--- config.mk ---
export PLATFORM = sky130hd
export DESIGN_NAME = pixel_blend_fill_unit_flat
export DESIGN_NICKNAME = d
export VERILOG_FILES = /design/src/sv/pbf_pkg.sv /design/src/sv/pbf_ifs.sv /design/src/sv/pbf_cfg_regs.sv /design/src/sv/pbf_byte_alu.sv /design/src/sv/pixel_blend_fill_unit.sv /design/src/flat_wrapper.sv
export VERILOG_INCLUDE_DIRS = /design/src /design/src/sv
export SDC_FILE = /design/constraint.sdc
export NUM_CORES = 1
export LEC_CHECK = 0
export ABC_AREA = 0
export BUFFER_PORTS_ARGS = -buffer_cell sky130_fd_sc_hd__buf_2
export CAP_MARGIN = 40
export CORE_MARGIN = 2
export CORE_UTILIZATION = 40
export CTS_CLUSTER_DIAMETER = 30
export DETAILED_ROUTE_END_ITERATION = 12
export SLEW_MARGIN = 5
export SYNTH_ARGS = -nofsm -noshare
export SYNTH_HDL_FRONTEND = slang
export SYNTH_SLANG_ARGS = --single-unit
--- constraint.sdc ---
create_clock -name clk_i -period 8.19 [get_ports clk_i]
set_input_delay 0.4095 -clock clk_i [delete_from_list [all_inputs] [get_ports clk_i]]
set_output_delay 0.4095 -clock clk_i [all_outputs]
set_load 0.01 [all_outputs]
--- src/sv/pixel_blend_fill_unit_macros.svh ---
// Assertion macros shared by the pixel blend fill unit.
`ifndef PIXEL_BLEND_FILL_UNIT_MACROS_SVH
`define PIXEL_BLEND_FILL_UNIT_MACROS_SVH
`ifndef SYNTHESIS
`define PBF_ASSERT_IMP(lbl, ante, cons) \
  lbl: assert property (@(posedge clk_i) disable iff (!rst_ni) (ante) |-> (cons)) \
    else $error("pbf assertion failed");
`define PBF_ASSERT_NXT(lbl, ante, cons) \
  lbl: assert property (@(posedge clk_i) disable iff (!rst_ni) (ante) |=> (cons)) \
    else $error("pbf assertion failed");
`else
`define PBF_ASSERT_IMP(lbl, ante, cons)
`define PBF_ASSERT_NXT(lbl, ante, cons)
`endif
`endif

--- src/sv/pbf_pkg.sv ---
// Types, register indexes and reset values of the pixel blend fill unit.
package pbf_pkg;

  localparam int unsigned PixelW  = 32;
  localparam int unsigned ByteW   = 8;
  localparam int unsigned NumBytes = PixelW / ByteW;
  localparam int unsigned CfgIdxW = 2;
  localparam int unsigned CfgDataW = 32;
  localparam int unsigned OpW     = 3;

  typedef enum logic [OpW-1:0] {
    OpAdd  = 3'd0,
    OpSub  = 3'd1,
    OpMin  = 3'd2,
    OpMax  = 3'd3,
    OpMult = 3'd4
  } blend_op_e;

  typedef enum logic [CfgIdxW-1:0] {
    RegFillColor     = 2'd0,
    RegBlendOp       = 2'd1,
    RegAlphaMask     = 2'd2,
    RegAlphaIncluded = 2'd3
  } cfg_reg_e;

  localparam logic [PixelW-1:0] FillColorRst = 32'h0000_0000;
  localparam logic [PixelW-1:0] AlphaMaskRst = 32'hFF00_0000;

  // Settings seen by the datapath: the colour already adjusted for alpha.
  typedef struct packed {
    logic [PixelW-1:0] color;
    blend_op_e         op;
  } blend_cfg_t;

endpackage

--- src/sv/pbf_ifs.sv ---
// Channel interfaces of the pixel blend fill unit: pixel in, pixel out, configuration.
interface pbf_dst_if;
  logic                         valid;
  logic                         ready;
  logic [pbf_pkg::PixelW-1:0]   dst_pixel;
  modport source (output valid, output dst_pixel, input ready);
  modport sink   (input valid, input dst_pixel, output ready);
endinterface

interface pbf_res_if;
  logic                         valid;
  logic                         ready;
  logic [pbf_pkg::PixelW-1:0]   blended_pixel;
  modport source (output valid, output blended_pixel, input ready);
  modport sink   (input valid, input blended_pixel, output ready);
endinterface

interface pbf_cfg_if;
  logic                         valid;
  logic                         ready;
  logic [pbf_pkg::CfgIdxW-1:0]  index;
  logic [pbf_pkg::CfgDataW-1:0] data;
  modport source (output valid, output index, output data, input ready);
  modport sink   (input valid, input index, input data, output ready);
endinterface

--- src/sv/pbf_cfg_regs.sv ---
// Configuration registers and the alpha adjustment of the fill colour.
module pbf_cfg_regs (
  input  logic                clk_i,
  input  logic                rst_ni,
  pbf_cfg_if.sink             cfg_i,
  output pbf_pkg::blend_cfg_t blend_cfg_o
);

  logic [pbf_pkg::PixelW-1:0] fill_color_q;
  logic [pbf_pkg::OpW-1:0]    blend_op_q;
  logic [pbf_pkg::PixelW-1:0] alpha_mask_q;
  logic                       alpha_incl_q;
  logic                       wr_en;

  assign cfg_i.ready = 1'b1;
  assign wr_en       = cfg_i.valid & cfg_i.ready;

  always_ff @(posedge clk_i or negedge rst_ni) begin
    if (!rst_ni) begin
      fill_color_q <= pbf_pkg::FillColorRst;
      blend_op_q   <= pbf_pkg::OpAdd;
      alpha_mask_q <= pbf_pkg::AlphaMaskRst;
      alpha_incl_q <= 1'b0;
    end else if (wr_en) begin
      case (pbf_pkg::cfg_reg_e'(cfg_i.index))
        pbf_pkg::RegFillColor:     fill_color_q <= cfg_i.data;
        pbf_pkg::RegBlendOp:       blend_op_q   <= cfg_i.data[pbf_pkg::OpW-1:0];
        pbf_pkg::RegAlphaMask:     alpha_mask_q <= cfg_i.data;
        pbf_pkg::RegAlphaIncluded: alpha_incl_q <= cfg_i.data[0];
        default: ;
      endcase
    end
  end

  // Min and mult leave alpha intact with a saturated colour byte; the
  // other operations need a zero one.
  always_comb begin
    blend_cfg_o.op    = pbf_pkg::blend_op_e'(blend_op_q);
    blend_cfg_o.color = fill_color_q;
    if (!alpha_incl_q) begin
      if (blend_op_q inside {pbf_pkg::OpMin, pbf_pkg::OpMult}) begin
        blend_cfg_o.color = fill_color_q | alpha_mask_q;
      end else begin
        blend_cfg_o.color = fill_color_q & ~alpha_mask_q;
      end
    end
  end

endmodule

--- src/sv/pbf_byte_alu.sv ---
// Blend of one pixel byte with one colour byte.
module pbf_byte_alu (
  input  pbf_pkg::blend_op_e         op_i,
  input  logic [pbf_pkg::ByteW-1:0]  dst_i,
  input  logic [pbf_pkg::ByteW-1:0]  col_i,
  output logic [pbf_pkg::ByteW-1:0]  res_o
);

  logic [pbf_pkg::ByteW:0]     sum;
  logic [2*pbf_pkg::ByteW-1:0] prod;
  logic [2*pbf_pkg::ByteW-1:0] prod_rnd;

  assign sum      = {1'b0, dst_i} + {1'b0, col_i};
  assign prod     = {{pbf_pkg::ByteW{1'b0}}, dst_i} * {{pbf_pkg::ByteW{1'b0}}, col_i};
  // The largest product plus 255 still fits in 16 bits.
  assign prod_rnd = prod + {{pbf_pkg::ByteW{1'b0}}, {pbf_pkg::ByteW{1'b1}}};

  always_comb begin
    case (op_i)
      pbf_pkg::OpAdd:  res_o = sum[pbf_pkg::ByteW] ? {pbf_pkg::ByteW{1'b1}}
                                                  : sum[pbf_pkg::ByteW-1:0];
      pbf_pkg::OpSub:  res_o = (dst_i > col_i) ? dst_i - col_i : '0;
      pbf_pkg::OpMin:  res_o = (dst_i < col_i) ? dst_i : col_i;
      pbf_pkg::OpMax:  res_o = (dst_i > col_i) ? dst_i : col_i;
      pbf_pkg::OpMult: res_o = prod_rnd[2*pbf_pkg::ByteW-1:pbf_pkg::ByteW];
      default:         res_o = dst_i;
    endcase
  end

endmodule

--- src/sv/pixel_blend_fill_unit.sv ---
// Top level of the pixel blend fill unit.
// Blends each 32-bit destination pixel, byte by byte, with the fill colour.
// Channels: dst_i takes pixels, res_o returns blended pixels, one result
// per pixel in order; cfg_i writes the four registers (fill colour, operation,
// alpha mask, alpha included) by index and is always ready.
// The user must make cfg_i transactions only with no pixel in flight; not enforced.
// Path: one input register and one result register, with the byte blend between them;
// a pixel accepted on dst_i is offered on res_o once it reaches the result register.
// Throughput: one pixel per clock unless res_o stalls (two-stage register pipeline).
// When res_o stalls, the result register holds its pixel and the input
// register keeps accepting until both stages are full; dst_i.ready then
// drops and rises again in the cycle the stall is released.
// Reset clears both stages and loads the register reset values: colour zero,
// add, alpha mask 0xFF000000, alpha preserved.
`include "pixel_blend_fill_unit_macros.svh"
module pixel_blend_fill_unit (
  input  logic clk_i,
  input  logic rst_ni,
  pbf_dst_if.sink   dst_i,
  pbf_res_if.source res_o,
  pbf_cfg_if.sink   cfg_i
);

  pbf_pkg::blend_cfg_t         blend_cfg;
  logic                        in_valid_q;
  logic [pbf_pkg::PixelW-1:0]  in_pixel_q;
  logic                        out_valid_q;
  logic [pbf_pkg::PixelW-1:0]  out_pixel_q;
  logic [pbf_pkg::PixelW-1:0]  out_pixel_d;
  logic                        out_ready;
  logic                        in_ready;

  pbf_cfg_regs u_cfg_regs (
    .clk_i       (clk_i),
    .rst_ni      (rst_ni),
    .cfg_i       (cfg_i),
    .blend_cfg_o (blend_cfg)
  );

  assign out_ready   = !out_valid_q || res_o.ready;
  assign in_ready    = !in_valid_q || out_ready;
  assign dst_i.ready = in_ready;

  always_ff @(posedge clk_i or negedge rst_ni) begin
    if (!rst_ni) begin
      in_valid_q <= 1'b0;
    end else if (in_ready) begin
      in_valid_q <= dst_i.valid;
    end
  end

  always_ff @(posedge clk_i) begin
    if (in_ready && dst_i.valid) begin
      in_pixel_q <= dst_i.dst_pixel;
    end
  end

  for (genvar b = 0; b < pbf_pkg::NumBytes; b++) begin : g_byte
    pbf_byte_alu u_byte_alu (
      .op_i  (blend_cfg.op),
      .dst_i (in_pixel_q[b*pbf_pkg::ByteW +: pbf_pkg::ByteW]),
      .col_i (blend_cfg.color[b*pbf_pkg::ByteW +: pbf_pkg::ByteW]),
      .res_o (out_pixel_d[b*pbf_pkg::ByteW +: pbf_pkg::ByteW])
    );
  end

  always_ff @(posedge clk_i or negedge rst_ni) begin
    if (!rst_ni) begin
      out_valid_q <= 1'b0;
    end else if (out_ready) begin
      out_valid_q <= in_valid_q;
    end
  end

  always_ff @(posedge clk_i) begin
    if (out_ready && in_valid_q) begin
      out_pixel_q <= out_pixel_d;
    end
  end

  assign res_o.valid         = out_valid_q;
  assign res_o.blended_pixel = out_pixel_q;

  // A result only appears after a pixel sat in the input register.
  `PBF_ASSERT_IMP(a_no_spurious_result, $rose(out_valid_q), $past(in_valid_q))
  // A pixel in the input register moves on whenever the result side has room.
  `PBF_ASSERT_NXT(a_pixel_advances, in_valid_q && out_ready, out_valid_q)
  // With the default alpha mask and alpha preserved, the alpha byte passes intact.
  `PBF_ASSERT_NXT(a_alpha_kept,
    in_valid_q && out_ready && !u_cfg_regs.alpha_incl_q &&
    (u_cfg_regs.alpha_mask_q == pbf_pkg::AlphaMaskRst) &&
    (u_cfg_regs.blend_op_q <= pbf_pkg::OpMult),
    out_pixel_q[31:24] == $past(in_pixel_q[31:24]))

endmodule

--- src/flat_wrapper.sv ---
// flat-port wrapper written by rule: the top's interface ports become plain ports
module pixel_blend_fill_unit_flat 
  (clk_i, rst_ni, dst_i_valid, dst_i_dst_pixel, dst_i_ready, res_o_valid, res_o_blended_pixel, res_o_ready, cfg_i_valid, cfg_i_index, cfg_i_data, cfg_i_ready);
  pbf_dst_if dst_i_i ();
  pbf_res_if res_o_i ();
  pbf_cfg_if cfg_i_i ();
  input  logic clk_i;
  input  logic rst_ni;
  input wire logic [$bits(dst_i_i.valid)-1:0] dst_i_valid;
  input wire logic [$bits(dst_i_i.dst_pixel)-1:0] dst_i_dst_pixel;
  output wire logic [$bits(dst_i_i.ready)-1:0] dst_i_ready;
  output wire logic [$bits(res_o_i.valid)-1:0] res_o_valid;
  output wire logic [$bits(res_o_i.blended_pixel)-1:0] res_o_blended_pixel;
  input wire logic [$bits(res_o_i.ready)-1:0] res_o_ready;
  input wire logic [$bits(cfg_i_i.valid)-1:0] cfg_i_valid;
  input wire logic [$bits(cfg_i_i.index)-1:0] cfg_i_index;
  input wire logic [$bits(cfg_i_i.data)-1:0] cfg_i_data;
  output wire logic [$bits(cfg_i_i.ready)-1:0] cfg_i_ready;
  assign dst_i_i.valid = dst_i_valid;
  assign dst_i_i.dst_pixel = dst_i_dst_pixel;
  assign dst_i_ready = dst_i_i.ready;
  assign res_o_valid = res_o_i.valid;
  assign res_o_blended_pixel = res_o_i.blended_pixel;
  assign res_o_i.ready = res_o_ready;
  assign cfg_i_i.valid = cfg_i_valid;
  assign cfg_i_i.index = cfg_i_index;
  assign cfg_i_i.data = cfg_i_data;
  assign cfg_i_ready = cfg_i_i.ready;
  pixel_blend_fill_unit u_core (.clk_i(clk_i), .rst_ni(rst_ni), .dst_i(dst_i_i), .res_o(res_o_i), .cfg_i(cfg_i_i));
endmodule
Word level (Yosys, flattened, before mapping)
Index checks and enable logic that the tools add are counted.
Word-level totals
  register bits: 134
  input bits: 71
  output and inout port bits: 35
Cells by class
  $add $sub $neg: 12
  multipliers: 4
  magnitude comparators: 8
  equal/unequal tests: 7
  multiplexer cells: 22
  bitwise logic cells: 3
  reductions and logical operators: 13
Operators with widths (count)
  $pmux 8 s5: 4
  $mux 8: 16
  $add 16x8->16 const B: 4
  $mul 8x8->16: 4
  $mux 32: 2
  $add 8x8->9: 4
  $and 32x32->32: 1
  $gt 8x8->1: 4
  $lt 8x8->1: 4
  $not 32->32: 1
  $or 32x32->32: 1
  $sub 8x8->8: 4
  $reduce_and 2->1: 4
  $eq 3x2->1 const B: 2
  $eq 2x2->1 const B: 2
  $eq 3x1->1 const B: 1
  $eq 3x3->1 const B: 1
  $logic_not 3->1: 1
  $eq 2x1->1 const B: 1
  $logic_and 1x1->1: 2
  $logic_not 1->1: 2
  $logic_not 2->1: 1
  $logic_or 1x1->1: 2
  $reduce_bool 2->1: 1

Depth between registers and ports, before layout
  word-level depth: 7
  depth in mapped cells: 25

By module
A second synthesis with hierarchy kept.
Second synthesis, totals
  cells, all modules: 1966
  area total of the unflattened synthesis: 18303.8 µm²
By module, submodules not included
  pbf_cfg_regs: times used 1, cells each 258, area each 3403.3 µm²
  pbf_byte_alu at u_core.g_byte[3].u_byte_alu: times used 1, cells each 423, area each 3345.7 µm²
  pbf_byte_alu at u_core.g_byte[0].u_byte_alu: times used 1, cells each 405, area each 3218.1 µm²
  pbf_byte_alu at u_core.g_byte[2].u_byte_alu: times used 1, cells each 412, area each 3189.3 µm²
  pbf_byte_alu at u_core.g_byte[1].u_byte_alu: times used 1, cells each 396, area each 3121.7 µm²
  pixel_blend_fill_unit: times used 1, cells each 72, area each 2025.7 µm²

Least setup slack after synthesis
Ideal clock, no wire load.
  path kind: register -> register
  start: register u_core.u_cfg_regs.blend_op_q[1] in the netlist's numbering
  end: register u_core.out_pixel_q, in the netlist u_core.res_o.blended_pixel[7] (data pin)
  library setup time: 0.258 ns
  arrival: 6.229 ns
  data required time: 7.932 ns
  setup slack: 1.703 ns
  cell stages (with the launch flop): 24
  buffers on the path: 4
  clock period less this slack: 6.487 ns
  cell sequence: dfrtp_1 > clkbuf_1 > nand2b_1 > a21oi_1 > clkbuf_1 > clkbuf_1 > clkbuf_1 > mux2_2 > nand2_1 > fa_1 > inv_1 > fa_1 > fa_1 > inv_1 > fa_1 > inv_1 > ha_1 > a21o_1 > a211oi_1 > o21ai_0 > a311oi_1 > o21ai_0 > xnor2_1 > o221a_2
On the way
  word-level cells in the longest chain between the ends: 7
Ends and longest elaborated chain
  from (decl): RTL line pbf_cfg_regs.sv:10  | logic [pbf_pkg::OpW-1:0] blend_op_q;
  from (signal assigned): RTL line pbf_cfg_regs.sv:21  | blend_op_q <= pbf_pkg::OpAdd;
  from (signal assigned): RTL line pbf_cfg_regs.sv:27  | pbf_pkg::RegBlendOp: blend_op_q <= cfg_i.data[pbf_pkg::OpW-1:0];
  $eq 3x2->1 or $eq 3x3->1 (tied branches): RTL line pbf_cfg_regs.sv:41, pbf_byte_alu.sv:19
  $reduce_bool 2->1: RTL line pbf_cfg_regs.sv:41  | if (blend_op_q inside {pbf_pkg::OpMin, pbf_pkg::OpMult}) begin
  $mux 32: RTL line pbf_cfg_regs.sv:41
  $mux 32: RTL line pbf_cfg_regs.sv:40  | if (!alpha_incl_q) begin
  $mul 8x8->16 (tied with other cells): RTL line pbf_byte_alu.sv:14  | assign prod = {{pbf_pkg::ByteW{1'b0}}, dst_i} * {{pbf_pkg::ByteW{1'b0}}, col_i};
  $add 16x8->16 (tied with other cells): RTL line pbf_byte_alu.sv:16  | assign prod_rnd = prod + {{pbf_pkg::ByteW{1'b0}}, {pbf_pkg::ByteW{1'b1}}};
  $pmux 8 s5 (*): RTL line pbf_byte_alu.sv:19  | case (op_i)
  named net u_core.g_byte[0].u_byte_alu.res_o (one bit): RTL line pbf_byte_alu.sv:6  | output logic [pbf_pkg::ByteW-1:0] res_o
  to (signal assigned): RTL line pixel_blend_fill_unit.sv:77  | out_pixel_q <= out_pixel_d;
  to (decl): RTL line pixel_blend_fill_unit.sv:28  | logic [pbf_pkg::PixelW-1:0] out_pixel_q;
Mark *: on every way through the listed nets, which the timed path passes. The rest lies on a longest branch.
A chain may end at the register's enable or synchronous reset.

Worst setup path in the final report
Same ends and word-level chain as after synthesis.

==> impl_metrics.tcl <==
set metrics [dict create \
    worst-path-buf-inv 5 \
    synth_ff_type "edfxtp_1" \
    synthCells 1811 \
    gp_congestion 0.9208 \
    dieHeight_um 211.9 \
    root_buffer "clkbuf_16" \
    ys_types 78 \
    ys_ff_latch 134 \
    seq_area_frac_synth 0.2131 \
    start_kind "register" \
    yosys-top-cells-area "fa_1 (20%), ha_1 (14%), edfxtp_1 (11%)" \
    rsz0062_at_grt "no" \
    period_minus_slack_ns 6.682 \
    tightest_slew_ns 0.9247 \
    relSlewSlack 0.3820 \
    antenna_left 0 \
    synth_top_area_frac 0.1992 \
    setup_viol 0 \
    grt_pass1_vias 14120 \
    io-pin-count 106 \
    wl_per_cell_um 19.08 \
    hp-class "primary input to register" \
    crit_slowest_cell "mux2i_1" \
    instances_no_fill 2500 \
    crit_fanout 13 \
    synth-edff-count 64 \
    syn_area_per_cell_sq_um 9.545 \
    vdd_drop_max_mv 0.2692 \
    htree_levels 4 \
    drt_iter0_drc 787 \
    worstPathArrival_ns 6.88 \
    cts.sinks 134 \
    grt_max_degree 68 \
    clockBufferDepth 2 \
    wl_um 47710 \
    crit_chain "nand2b_1 > buf_4 > a21oi_2 > mux2i_1 > inv_1 > nand2_1 > fa_1 > fa_1 > inv_1 > fa_1 > inv_1 > fa_1 > inv_1 > ha_1 > o2111ai_1 > a21oi_1 > a211oi_1 > o21ai_0 > a311oi_1 > o21ai_0 > xnor2_1 > o221a_2" \
    syn2layout_area_growth_pct 10.58 \
    dieArea_sq_um 44890 \
    ys_async_sr_fraction 0.5224 \
    finalCritPeriodShare 0.8158 \
    crit_family "adder cells" \
    dr_total_vias 13440 \
    cts_buffers 17 \
    placedCellCount 2466 \
    cp_slowest_stage_delay_ns 0.64 \
    via_per_inst 5.374 \
    power.density_nw_per_um2 443.2 \
    die_width_um 211.9 \
    track_usage 0.2235 \
    cap_violations 0 \
    antenna_found_initial 1 \
    critPathRequiredTime_ns 8.39 \
    grt_pass1_wl_um 77350 \
    drc_errors 0 \
    nFillCells 4109 \
    syn-num-nets 2254 \
    fmax_ghz 0.1497 \
    finalClockSkew_ns 0.01497 \
    yosys_warnings 0 \
    finalHoldViolations 0 \
    cts_resized 0 \
    setup_tns_ns 0 \
    slew_viol_final 0 \
    dp_hpwl_um 37220 \
    p_leak_nw 9.061 \
    synth_largest_area_cell "fa_1" \
    setup.worst_path.class "register to register" \
    utilization 0.4457 \
    layout-drive-gt1-share 0.1489 \
    grt_overflow 0 \
    syn_area_sq_um 17290 \
    rows 76 \
    cts_tree "yes" \
    status "completed" \
    core_area_sq_um 42890 \
    portBuffers 104 \
    first_pass_iters 6 \
    start_util 0.4031 \
    critPathCaptureType "register" \
    cts.clk_slew.worst_paths_ns 0.07 \
    p_total_mw 8.470 \
    nets 2344 \
    worstSkewPairLatency_ns 0.45 \
]
cells by family after synthesis:
kind of cell,Yosys count,synth area share
xor gates and xnor gates,68,0.03446
other,1,0.0002169
muxes,109,0.07029
and+or+nand+nor,467,0.1388
DFF,134,0.2131
adders and majority gates,372,0.3440
buffers and inverters,351,0.07716
AOI/OAI and AO/OA,309,0.1220
registers in the layout, summed over array words and instances (netlist names):
signal / count
u_core.u_cfg_regs.alpha_mask_q: 32
u_core.res_o.blended_pixel: 32
u_core.u_cfg_regs.fill_color_q: 32
u_core.u_cfg_regs.alpha_incl_q: 1
u_core.u_cfg_regs.blend_op_q: 3
u_core.res_o.valid: 1
u_core.in_pixel_q: 32
u_core.in_valid_q: 1
cells in the mapped netlist, types with 7 or more instances:
cell and instances:
a211oi_1 18, a21o_1 20, a21oi_1 72, a221o_1 7, a221oi_1 7, a31oi_1 12
and2_1 101, buf_1 9, clkbuf_1 35, dfrtp_1 62, dfstp_2 8, edfxtp_1 64
fa_1 172, ha_1 200, inv_1 300, mux2_2 99, mux2i_1 10, nand2_1 148
nand2b_1 18, nand3_1 12, nor2_1 70, nor2b_1 44, nor3_1 23, o211ai_1 22
o21ai_0 56, o21bai_1 15, o31ai_1 7, or3_1 8, xnor2_1 46, xor2_1 22
placed cells by master (no fill, tap or decap), types with 6 or more instances in the layout:
cell / Yosys / layout
a221o_1: 7 / 7
clkbuf_16: 0 / 17
o211ai_1: 22 / 22
nor3_1: 23 / 23
buf_4: 1 / 13
mux2_2: 99 / 99
inv_6: 0 / 7
fa_1: 172 / 172
nand3_1: 12 / 12
nand3b_1: 6 / 6
nand2b_1: 18 / 18
a21o_1: 20 / 20
a31oi_1: 12 / 12
nand2_1: 148 / 148
edfxtp_1: 64 / 64
o21bai_1: 15 / 15
o21a_1: 6 / 6
ha_1: 200 / 200
inv_1: 300 / 300
and2_1: 101 / 99
or3_1: 8 / 8
xnor2_1: 46 / 46
nor2_1: 70 / 70
a221oi_1: 7 / 7
a21oi_1: 72 / 71
dfstp_2: 8 / 8
a222oi_1: 6 / 6
mux2i_1: 10 / 10
nor4_1: 6 / 6
xor2_1: 22 / 22
dfrtp_1: 62 / 62
or2_2: 6 / 6
nor2b_1: 44 / 44
a211oi_1: 18 / 18
o31ai_1: 7 / 7
o21ai_0: 56 / 56
buf_2: 4 / 104
worst paths after layout:
kind / from / end / slack (ns) / cells past startpoint
worst max-delay path: u_core.u_cfg_regs.blend_op_q[1] / u_core.res_o.blended_pixel[7] / 1.51 / 22
worst min-delay path: dst_i_dst_pixel[12] / u_core.in_pixel_q[12] / 0.12 / 1
worst max register to register: u_core.u_cfg_regs.blend_op_q[1] / u_core.res_o.blended_pixel[7] / 1.51 / 22
worst min register to register: u_core.in_valid_q / u_core.res_o.valid / 0.49 / 1
max in group asynchronous: rst_ni / u_core.u_cfg_regs.alpha_mask_q[27] / 7.28 / 3
min in group asynchronous: rst_ni / u_core.in_valid_q / 0.31 / 2
layer usage:
metal / track usage / share of wire / up-vias
li1: - / - / 6263
met1: 0.3017 / 0.45 / 6768
met2: 0.3683 / 0.47 / 342
met3: 0.03605 / 0.048 / 63
met4: 0.06897 / 0.024 / 0
met5: 0 / 0 / -
metrics by stage:
step / hold WS, ns / worst slack, ns / cell area [sq um]
4_1_cts: 0.1020 / 1.559 / 19110
2_1_floorplan: 0.1139 / 1.703 / 17290
3_5_place_dp: 0.2395 / 1.571 / 18520
6_report: 0.1245 / 1.508 / 19110
3_3_place_gp: 0.4556 / 1.772 / 18430
5_1_grt: 0.1057 / 1.031 / 19110
layout make-up:
type,count,area (sq um),area share
clock inverters,15,157.7,0.008248
clock buffers,17,425.4,0.02226
multi-input cells,1326,12280,0.6424
flip-flops and latches,134,3684,0.1927
repair buffers,121,703.2,0.03679
inverters,301,1130,0.05911
well taps,585,732.0,0.03830
diodes,1,2.502,0.0001309
power by group:
group          leakage (nW)  internal (mW)  switching, mW
Combinational          7.35           2.78           3.89
Clock                 0.282          0.431          0.358
Sequential             1.43          0.900          0.107
Total                  9.06           4.11           4.36
timing repair:
action / in CTS / in global routing
setup buffers: 0 / 0
endpoints found under the hold margin: 3 / 0
hold buffers: 1 / 0
Note: power is estimated with default switching activity, not from simulation.
